[src/sv/imrb_pkg.sv]
// Package with the shared types and constants of the interrupt and mode register block.
package imrb_pkg;

  localparam int unsigned NUM_SRC = 6;
  localparam int unsigned MODE_W  = 10;
  localparam int unsigned DATA_W  = 32;

  localparam logic [1:0] ACT_WRITE = 2'd0;
  localparam logic [1:0] ACT_READ  = 2'd1;
  localparam logic [1:0] ACT_RAISE = 2'd2;
  localparam logic [1:0] ACT_CLEAR = 2'd3;

  localparam logic [3:0] OFF_MODE    = 4'h0;
  localparam logic [3:0] OFF_VERSION = 4'h4;
  localparam logic [3:0] OFF_PENDING = 4'h8;
  localparam logic [3:0] OFF_MASK    = 4'hC;

  localparam logic [DATA_W-1:0] VERSION_WORD = 32'h0202_0102;

  typedef struct packed {
    logic [DATA_W-1:0] read_data;
    logic              accepted;
    logic              changed;
    logic              host_event;
  } res_t;

endpackage

[src/sv/interrupt_mode_register_block_top.sv]
// Top level of the interrupt and mode register block with a two-entry result buffer.
// A result word is registered in out_r, or in skid_r and then out_r when the output is stalled.
// One input word per cycle while skid_r is empty, set by the single register update path.
// A second result register lets one more word in while the output is stalled.
// Reset (rst_n low, synchronous) clears mode, mask and pending bits and empties both
// result registers.
module interrupt_mode_register_block_top
  import imrb_pkg::*;
(
  input  logic        clk,
  input  logic        rst_n,
  input  logic        in_valid,
  output logic        in_ready,
  input  logic [1:0]  in_action,
  input  logic [3:0]  in_reg_offset,
  input  logic [31:0] in_write_data,
  input  logic [2:0]  in_source,
  output logic        out_valid,
  input  logic        out_ready,
  output logic [31:0] out_read_data,
  output logic        out_accepted,
  output logic        out_changed,
  output logic        out_host_event
);

  logic [MODE_W-1:0]  mode_r, mode_nxt;
  logic [NUM_SRC-1:0] mask_r, mask_nxt;
  logic [NUM_SRC-1:0] pend_r, pend_nxt;

  res_t res_c;
  res_t out_r, out_nxt;
  res_t skid_r, skid_nxt;
  logic out_v_r, out_v_nxt;
  logic skid_v_r, skid_v_nxt;

  logic [11:0]        wd;
  logic [NUM_SRC-1:0] src_oh;
  logic               src_ok;
  logic               off_ok;
  logic               in_fire;

  assign in_ready = !skid_v_r;
  assign in_fire  = in_valid && in_ready;

  assign wd     = in_write_data[11:0];
  assign src_ok = (in_source < 3'(NUM_SRC));
  assign src_oh = NUM_SRC'(1) << in_source;
  assign off_ok = in_reg_offset inside {OFF_MODE, OFF_VERSION, OFF_PENDING, OFF_MASK};

  always_comb begin
    mode_nxt = mode_r;
    mask_nxt = mask_r;
    pend_nxt = pend_r;
    res_c    = '0;
    case (in_action)
      ACT_WRITE: begin
        res_c.accepted = off_ok;
        if (in_reg_offset == OFF_MODE) begin
          mode_nxt[6:0] = wd[6:0];
          if (wd[8]) begin
            mode_nxt[7] = 1'b1;
          end else if (wd[7]) begin
            mode_nxt[7] = 1'b0;
          end
          if (wd[10]) begin
            mode_nxt[8] = 1'b1;
          end else if (wd[9]) begin
            mode_nxt[8] = 1'b0;
          end
          res_c.host_event = wd[11];
        end else if (in_reg_offset == OFF_MASK) begin
          for (int k = 0; k < NUM_SRC; k++) begin
            if (wd[2*k+1]) begin
              mask_nxt[k] = 1'b1;
            end else if (wd[2*k]) begin
              mask_nxt[k] = 1'b0;
            end
          end
        end
      end
      ACT_READ: begin
        res_c.accepted = off_ok;
        case (in_reg_offset)
          OFF_MODE:    res_c.read_data = DATA_W'(mode_r);
          OFF_VERSION: res_c.read_data = VERSION_WORD;
          OFF_PENDING: res_c.read_data = DATA_W'(pend_r);
          OFF_MASK:    res_c.read_data = DATA_W'(mask_r);
          default:     res_c.read_data = '0;
        endcase
      end
      ACT_RAISE: begin
        res_c.accepted = src_ok;
        if (src_ok) begin
          pend_nxt = pend_r | (mask_r & src_oh);
        end
        res_c.changed = (pend_nxt != pend_r);
      end
      default: begin
        res_c.accepted = src_ok;
        if (src_ok) begin
          pend_nxt = pend_r & ~src_oh;
        end
        res_c.changed = (pend_nxt != pend_r);
      end
    endcase
  end

  always_comb begin
    out_nxt    = out_r;
    out_v_nxt  = out_v_r;
    skid_nxt   = skid_r;
    skid_v_nxt = skid_v_r;
    if (!out_v_r || out_ready) begin
      if (skid_v_r) begin
        out_nxt    = skid_r;
        out_v_nxt  = 1'b1;
        skid_v_nxt = 1'b0;
      end else if (in_fire) begin
        out_nxt   = res_c;
        out_v_nxt = 1'b1;
      end else begin
        out_v_nxt = 1'b0;
      end
    end else if (in_fire) begin
      skid_nxt   = res_c;
      skid_v_nxt = 1'b1;
    end
  end

  always_ff @(posedge clk) begin
    if (!rst_n) begin
      mode_r   <= '0;
      mask_r   <= '0;
      pend_r   <= '0;
      out_v_r  <= 1'b0;
      skid_v_r <= 1'b0;
    end else begin
      if (in_fire) begin
        mode_r <= mode_nxt;
        mask_r <= mask_nxt;
        pend_r <= pend_nxt;
      end
      out_v_r  <= out_v_nxt;
      skid_v_r <= skid_v_nxt;
    end
  end

  always_ff @(posedge clk) begin
    out_r  <= out_nxt;
    skid_r <= skid_nxt;
  end

  assign out_valid      = out_v_r;
  assign out_read_data  = out_r.read_data;
  assign out_accepted   = out_r.accepted;
  assign out_changed    = out_r.changed;
  assign out_host_event = out_r.host_event;

endmodule

[config.mk]
export PLATFORM = sky130hd
export DESIGN_NAME = interrupt_mode_register_block_top
export DESIGN_NICKNAME = d
export VERILOG_FILES = /design/src/sv/imrb_pkg.sv /design/src/sv/interrupt_mode_register_block_top.sv
export SDC_FILE = /design/constraint.sdc
export NUM_CORES = 1
export LEC_CHECK = 0
export ABC_AREA = 1
export BUFFER_PORTS_ARGS = -buffer_cell sky130_fd_sc_hd__buf_4
export CORE_ASPECT_RATIO = 2
export CORE_MARGIN = 5
export CORE_UTILIZATION = 46
export CTS_CLUSTER_SIZE = 8
export DETAILED_ROUTE_END_ITERATION = 7
export PLACE_DENSITY = 0.76
export SLEW_MARGIN = 20
export SYNTH_ARGS = -nofsm -noshare
export SYNTH_HDL_FRONTEND = slang
export SYNTH_SLANG_ARGS = --single-unit
[constraint.sdc]
create_clock -name clk -period 1.8 [get_ports clk]
set_input_delay 0.54 -clock clk [delete_from_list [all_inputs] [get_ports clk]]
set_output_delay 0.54 -clock clk [all_outputs]
set_load 0.02 [all_outputs]
* After elaboration in Yosys (flattened, before gate mapping) *
Index checks and enable logic that the tools add are counted.

word-level totals
  register bits = 93
  input bits = 45
  output and inout port bits = 37
  logic and storage cells = 99

operators by class
  $lt $le $gt $ge = 1
  equal/unequal tests = 7
  shifts and indexed selects = 1
  muxes and demuxes = 31
  bitwise logic cells = 8
  reductions and logical operators = 31

operator list
  operator                                             number
  case mux 26 bit (4 select lines)                     1
  2-to-1 mux 35 bit                                    2
  2-to-1 mux 32 bit                                    1
  AND reduction 5 bit                                  6
  2-to-1 mux 6 bit                                     4
  2-to-1 mux 1 bit                                     21
  nonzero test 2 bit                                   9
  AND 6 bit                                            2
  inequality test 6 bit                                2
  case mux 6 bit (2 select lines)                      1
  equality test 4 bit, second input constant           2
  AND reduction 4 bit                                  2
  inverter 6 bit                                       1
  OR 6 bit                                             1
  AND reduction 2 bit                                  3
  left shift 1 x 3 -> 6 bit, first input constant      1
  equality test 4 x 3 -> 1 bit, second input constant  1
  logical NOT 4 bit                                    1
  inverter 1 bit                                       4
  nonzero test 4 bit                                   1
  OR reduction 2 bit                                   2
  < comparator 3 bit, second input constant            1
  AND reduction 3 bit                                  1
  OR reduction 3 bit                                   1
  7 further kinds                                      8

* Logic depth before layout (Yosys ltp) *
Gate-level depths: netlist of run 1.

  depth in word-level cells = 9
  depth in mapped cells = 11

* Worst setup path before layout of run 1 *
No wires, ideal clock.

  path type = input port to flip-flop
  start point = input port in_valid
  end point = register skid_r[0] (netlist bit) (enable)
  library setup time = 0.382 ns
  data arrival time = 1.390 ns
  data required time = 1.418 ns
  path slack = 0.027 ns
  cell stages on the path = 4
  buffers on the path = 0
  cell sequence = inv_1 > nor2_1 > inv_1 > nor2_1

between the ends
  word-level cells in the longest chain between the ends = 2

RTL lines
  what                           line                                      source
  start: declaration             interrupt_mode_register_block_top.sv:12   input logic in_valid,
  logical AND 1 bit              interrupt_mode_register_block_top.sv:43   assign in_fire = in_valid && in_ready;
  AND reduction 2 bit (no line)  -
  end signal: assignment         interrupt_mode_register_block_top.sv:150  skid_r <= skid_nxt;
  end: declaration               interrupt_mode_register_block_top.sv:32   res_t skid_r, skid_nxt;

No other way between the ends.
A chain may end at the register's enable or synchronous reset.

* Worst setup path in the final report of run 1 *
  start point = register skid_v_r
  end point = output port in_ready

between the ends
  word-level cells in the longest chain between the ends = 1

RTL lines
  what                      line                                      source
  start: declaration        interrupt_mode_register_block_top.sv:34   logic skid_v_r, skid_v_nxt;
  start signal: assignment  interrupt_mode_register_block_top.sv:144  skid_v_r <= skid_v_nxt;
  logical NOT 1 bit         interrupt_mode_register_block_top.sv:42   assign in_ready = !skid_v_r;
  end: declaration          interrupt_mode_register_block_top.sv:13   output logic in_ready,

No other way between the ends.

==> results of run 1 <==
[area by class of cell]
| type | instances | area (um2) | share of cell area |
|---|---|---|---|
| inverter | 43 | 163 | 0.0543 |
| multi-input combinational | 225 | 1010 | 0.336 |
| sequential | 49 | 1240 | 0.415 |
| timing repair buffer | 52 | 403 | 0.135 |
| clock inverter | 2 | 33.8 | 0.0113 |
| clock buffer | 6 | 72.6 | 0.0242 |
| tap | 60 | 75.1 | 0.0251 |
[synthesized netlist by cell type]
| cell | count | area share |
|---|---|---|
| clkinv_1 | 1 | 0.0015 |
| dfxtp_1 | 23 | 0.18 |
| a21oi_1 | 11 | 0.022 |
| nand3_1 | 10 | 0.020 |
| o21ai_1 | 1 | 0.0020 |
| buf_6 | 1 | 0.0044 |
| clkbuf_1 | 3 | 0.0044 |
| nor2_2 | 1 | 0.0025 |
| o221ai_1 | 5 | 0.017 |
| a31oi_1 | 2 | 0.0049 |
| conb_1 | 1 | 0.0015 |
| nand2_1 | 74 | 0.11 |
| nor3_1 | 5 | 0.0099 |
| nor3_4 | 1 | 0.0064 |
| nand3b_1 | 1 | 0.0030 |
| buf_1 | 1 | 0.0015 |
| nor4_1 | 7 | 0.017 |
| buf_4 | 23 | 0.068 |
| edfxtp_1 | 26 | 0.31 |
| a31o_2 | 1 | 0.0035 |
| o21ai_0 | 25 | 0.049 |
| buf_2 | 1 | 0.0020 |
| nand4_1 | 4 | 0.0099 |
| o22ai_1 | 1 | 0.0025 |
| nor2_4 | 1 | 0.0044 |
| inv_1 | 40 | 0.059 |
| nand2_2 | 2 | 0.0049 |
| inv_2 | 1 | 0.0015 |
| nor2_1 | 52 | 0.077 |
| clkinv_2 | 1 | 0.0020 |
[placed cells by master, fill, tap and decap left out, types with 2 or more instances in the layout]
cell,count
nand2_1,74
nor2_1,52
buf_4,51
inv_1,40
edfxtp_1,26
o21ai_0,25
dfxtp_1,23
conb_1,21
a21oi_1,11
nand3_1,10
nor4_1,7
nor3_1,5
o221ai_1,5
clkbuf_8,5
nand4_1,4
clkinv_1,2
nand2_2,2
a31oi_1,2
[layer usage]
metal  GRT usage  up-vias
met2       0.306       82
li1            -     1115
met3      0.0371       21
met1       0.145      957
met5           0        -
met4       0.125        0
[worst register-to-register path, delay by kind of cell (launching register included)]
family | cells | cell delay, ps
flops | 1 | 350
simple gates | 2 | 880
[worst paths after layout]
path / to / depth (start not counted)
worst max-delay path: in_ready / 3
worst min register to register: mask_r[3] / 2
worst max register to register: out_read_data[0] / 2
worst min-delay path: mode_r[6] / 3
[registers in the layout, indices dropped and copies added (netlist names), 6 cells and up]
register,count
mask_r,6
mode_r,9
out_read_data,10
pend_r,6
skid_r,13
[logic make-up (layout without fill, tap and decap cells)]
group,after synthesis,count (layout),synth area share
buf+inv,72,103,0.144
compound gates,46,46,0.101
other cells,1,21,0.00148
simple gates,158,158,0.264
flops,49,49,0.489
[metrics by stage]
step / hold slack (ps) / cell area [um2]
after global placement: 457 / 2890
after floorplan: 450 / 2610
final: 489 / 2990
after CTS: 490 / 2990
after global routing: 508 / 2990
after detailed placement: 475 / 2890
[power breakdown]
part           internal (mW)  leakage, nW  switching, mW
clock network          0.410       0.0528          0.356
registers               1.21        0.442         0.0147
logic                  0.110        0.837          0.205
total                   1.73         1.33          0.575
==> flow_metrics.tcl, run 1 <==
set metrics [dict create \
    p_per_area_mw_per_mm2 771 \
    rsz0062_at_grt "false" \
    ir_drop_v 0.000613 \
    met3WireLength_um 390 \
    fin_tns_setup_ps 0 \
    wl_per_cell_um 13.1 \
    fillers 512 \
    netlist_area_mm2 0.00254 \
    p_total_mw 2.31 \
    ys_seq_area_frac 0.489 \
    hold_path_class "in -> reg" \
    worstSetupStartpoint "skid_v_r" \
    critPathMostFrequentCell "buf_4" \
    setup_viol 0 \
    ant_nets 0 \
    grt_max_degree 21 \
    slew_headroom 0.284 \
    synth-seq-cells 49 \
    r2r-start "skid_v_r" \
    critical_path_class "reg -> out" \
    cts_made_buffers 5 \
    clk_pin_slew_ps 90 \
    core-area_mm2 0.00542 \
    top_layer_used "met4" \
    die_x_um 62.5 \
    hold_buffers 0 \
    postCtsSetupRepairBufs 0 \
    final_max_slew_viol_count 0 \
    worst-r2r-setup-slack_ps 190 \
    cts_root_buf "clkbuf_8" \
    worstSkewPairLatency_ps 300 \
    fin_cells 437 \
    finalCriticalPeriod_ps 1700 \
    finalCritPeriodShare 0.945 \
    io_buffers 40 \
    cts_resized 0 \
    drv_cap 0 \
    min-delay-start "in_write_data[6]" \
    skew_ps 5.63 \
    cts_buffer_depth 2 \
    utilization 0.552 \
    viasPerCell 4.98 \
    cp_cell_sequence "buf_4 -> clkinv_1 -> buf_4" \
    dp_slack_ps -97.7 \
    start_util 0.468 \
    crit_buf_inv 3 \
    synthToLayoutAreaGrowth_pct 17.9 \
    routabilityCongestion 0.834 \
    cp_slowest_cell "dfxtp_1" \
    outcome "completed" \
    clock-sinks 49 \
    grt_pass1_vias 2187 \
    drt_iter0_drc 52 \
    setup_slack_ps 99.0 \
    dieArea_mm2 0.00719 \
    diodes 0 \
    grt_pass1_wl_um 9290 \
    wl_met1_um 1940 \
    num-nets-final 421 \
    wl_met2_um 3080 \
    synth_cell_types 30 \
    total_leakage_power_nw 1.33 \
    die_h_um 115 \
    wl_um 5710 \
    max_freq_mhz 588 \
    place_inst 429 \
    critical_path_arrival_ps 1160 \
    htreeDepth 2 \
    crit_required_ps 1260 \
    hold_viol 0 \
    worstSetupStartpointType "flip-flop" \
    crit_path_end_kind "output pin" \
    antenna_found_initial 0 \
    drive_gt1_frac 0.175 \
    syn_inst 326 \
    cp_max_fo 20 \
    grt_overflow 0 \
    yosysWarnings 0 \
    num_vias 2175 \
    core.rowCount 38 \
    tightest_slew_ps 1070 \
    io_pins 82 \
    syn_avg_cell_area_um2 7.79 \
    cp_top_family "buffers and inverters" \
    cts_tree "done" \
    grt_usage 0.163 \
    drc 0 \
    firstDrtPassIters 4 \
    critPathMaxStageDelay_ps 350 \
    dpl.hpwl_um 4480 \
]
Note: power is estimated with default switching activity, not from simulation.
==> inputs of run 2 (changes only) <==
--- a/config.mk
+++ b/config.mk
@@ -9,10 +9,9 @@
 export BUFFER_PORTS_ARGS = -buffer_cell sky130_fd_sc_hd__buf_4
 export CORE_ASPECT_RATIO = 2
 export CORE_MARGIN = 5
-export CORE_UTILIZATION = 46
+export CORE_UTILIZATION = 30
 export CTS_CLUSTER_SIZE = 8
 export DETAILED_ROUTE_END_ITERATION = 7
-export PLACE_DENSITY = 0.76
 export SLEW_MARGIN = 20
 export SYNTH_ARGS = -nofsm -noshare
 export SYNTH_HDL_FRONTEND = slang
==> flow_metrics.tcl, run 2 (same netlist as run 1, synthesis figures left out) <==
set metrics [dict create \
    tightest_slew_ps 1000 \
    core.rowCount 47 \
    num_vias 2209 \
    cts_buffer_depth 2 \
    largest_reg_flops 13 \
    total_leakage_power_nw 1.37 \
    wl_per_cell_um 12.9 \
    cp_cell_sequence "buf_4 -> clkinv_1 -> buf_4" \
    cts_made_buffers 5 \
    finalCritPeriodShare 0.933 \
    utilization 0.376 \
    core-area_mm2 0.00829 \
    max_freq_mhz 596 \
    start_util 0.306 \
    drc 0 \
    dpl.hpwl_um 4970 \
    finalCriticalPeriod_ps 1680 \
    grt_usage 0.121 \
    ir_drop_v 0.000315 \
    grt_overflow 0 \
    htreeDepth 2 \
    hold_buffers 0 \
    hold_path_class "reg -> reg" \
    seq_area_mm2 0.00124 \
    place_area_mm2 0.00295 \
    cts_resized 0 \
    place_inst 470 \
    antenna_found_initial 0 \
    critical_path_class "reg -> out" \
    crit_path_end_kind "output pin" \
    postCtsSetupRepairBufs 0 \
    skew_ps 7.26 \
    slew_headroom 0.328 \
    final_common_cell "nand2_1" \
    regMostFlops "skid_r" \
    synthToLayoutAreaGrowth_pct 23.0 \
    clock-sinks 49 \
    worstSkewPairLatency_ps 290 \
    io_buffers 40 \
    io_pins 82 \
    firstDrtPassIters 4 \
    final_max_slew_viol_count 0 \
    die_x_um 75.0 \
    hold_viol 0 \
    critical_path_arrival_ps 1140 \
    setup_viol 0 \
    crit_required_ps 1260 \
    routabilityCongestion 0.895 \
    wl_um 6160 \
    rsz0062_at_grt "false" \
    final_area_mm2 0.00312 \
    worst_hold_slack_ps 472 \
    die_h_um 140 \
    cp_slowest_cell "dfxtp_1" \
    outcome "completed" \
    drt_iter0_drc 115 \
    fin_cells 478 \
    critPathMostFrequentCell "buf_4" \
    ant_nets 0 \
    p_per_area_mw_per_mm2 847 \
    num-nets-final 424 \
    fillers 859 \
    drv_cap 0 \
    diodes 0 \
    cts_tree "done" \
    grt_pass1_wl_um 9600 \
    viasPerCell 4.62 \
    drive_gt1_frac 0.187 \
    final_cell_mix "nand2_1 (74), buf_4 (55), nor2_1 (52), inv_1 (40), edfxtp_1 (26)" \
    critPathMaxStageDelay_ps 340 \
    worstSetupStartpointType "flip-flop" \
    clk_pin_slew_ps 70 \
    dieArea_mm2 0.0105 \
    multiInputGateArea_mm2 0.00101 \
    grt_pass1_vias 2136 \
    grt_max_degree 21 \
    cts_root_buf "clkbuf_16" \
    cp_max_fo 20 \
]
run 2: cell type report:
| cell class | count | share of cell area |
|---|---|---|
| Timing Repair Buffer | 55 | 0.132 |
| Inverter | 43 | 0.0521 |
| Clock inverter | 2 | 0.0120 |
| Clock buffer | 6 | 0.0445 |
| Multi-Input combinational cell | 225 | 0.322 |
| Tap cell | 98 | 0.0393 |
| Sequential cell | 49 | 0.398 |
run 2: through the flow:
stage               total power [mW]  worst slack, ps  TNS, ps
finish                          2.64              121        0
global route                    2.74             19.6        0
CTS                             2.67             99.5        0
detailed placement              1.57            -80.5    -1340
global placement                1.57            -47.4     -705
floorplan                       1.47             27.5        0
run 2: routing by layer:
metal,vias to the layer above,track usage,wire length [um]
met1,993,0.107,2020
met2,78,0.230,3390
met4,0,0.0788,306
met3,15,0.0222,434
li1,1123,-,-
met5,-,0,0
run 2: report_power, final:
part	leakage [nW]	internal, mW	switching [mW]
clock	0.0831	0.693	0.404
combinational	0.849	0.112	0.208
sequential	0.442	1.21	0.0144
total	1.37	2.02	0.626
run 2: path summary, 6_finish.rpt:
path / startpoint / endpoint / cells after the start / slack, ps
worst max register to register: skid_v_r / mask_r[5] / 8 / 230
worst min-delay path: mode_r[7] / mode_r[7] / 2 / 470
worst min register to register: mode_r[7] / mode_r[7] / 2 / 470
worst max-delay path: skid_v_r / in_ready / 3 / 120
run 2: worst max-delay path, delay by kind of cell (launching register included):
family	cells	cell delay, ps
buffers and inverters	3	510
flip-flops	1	340
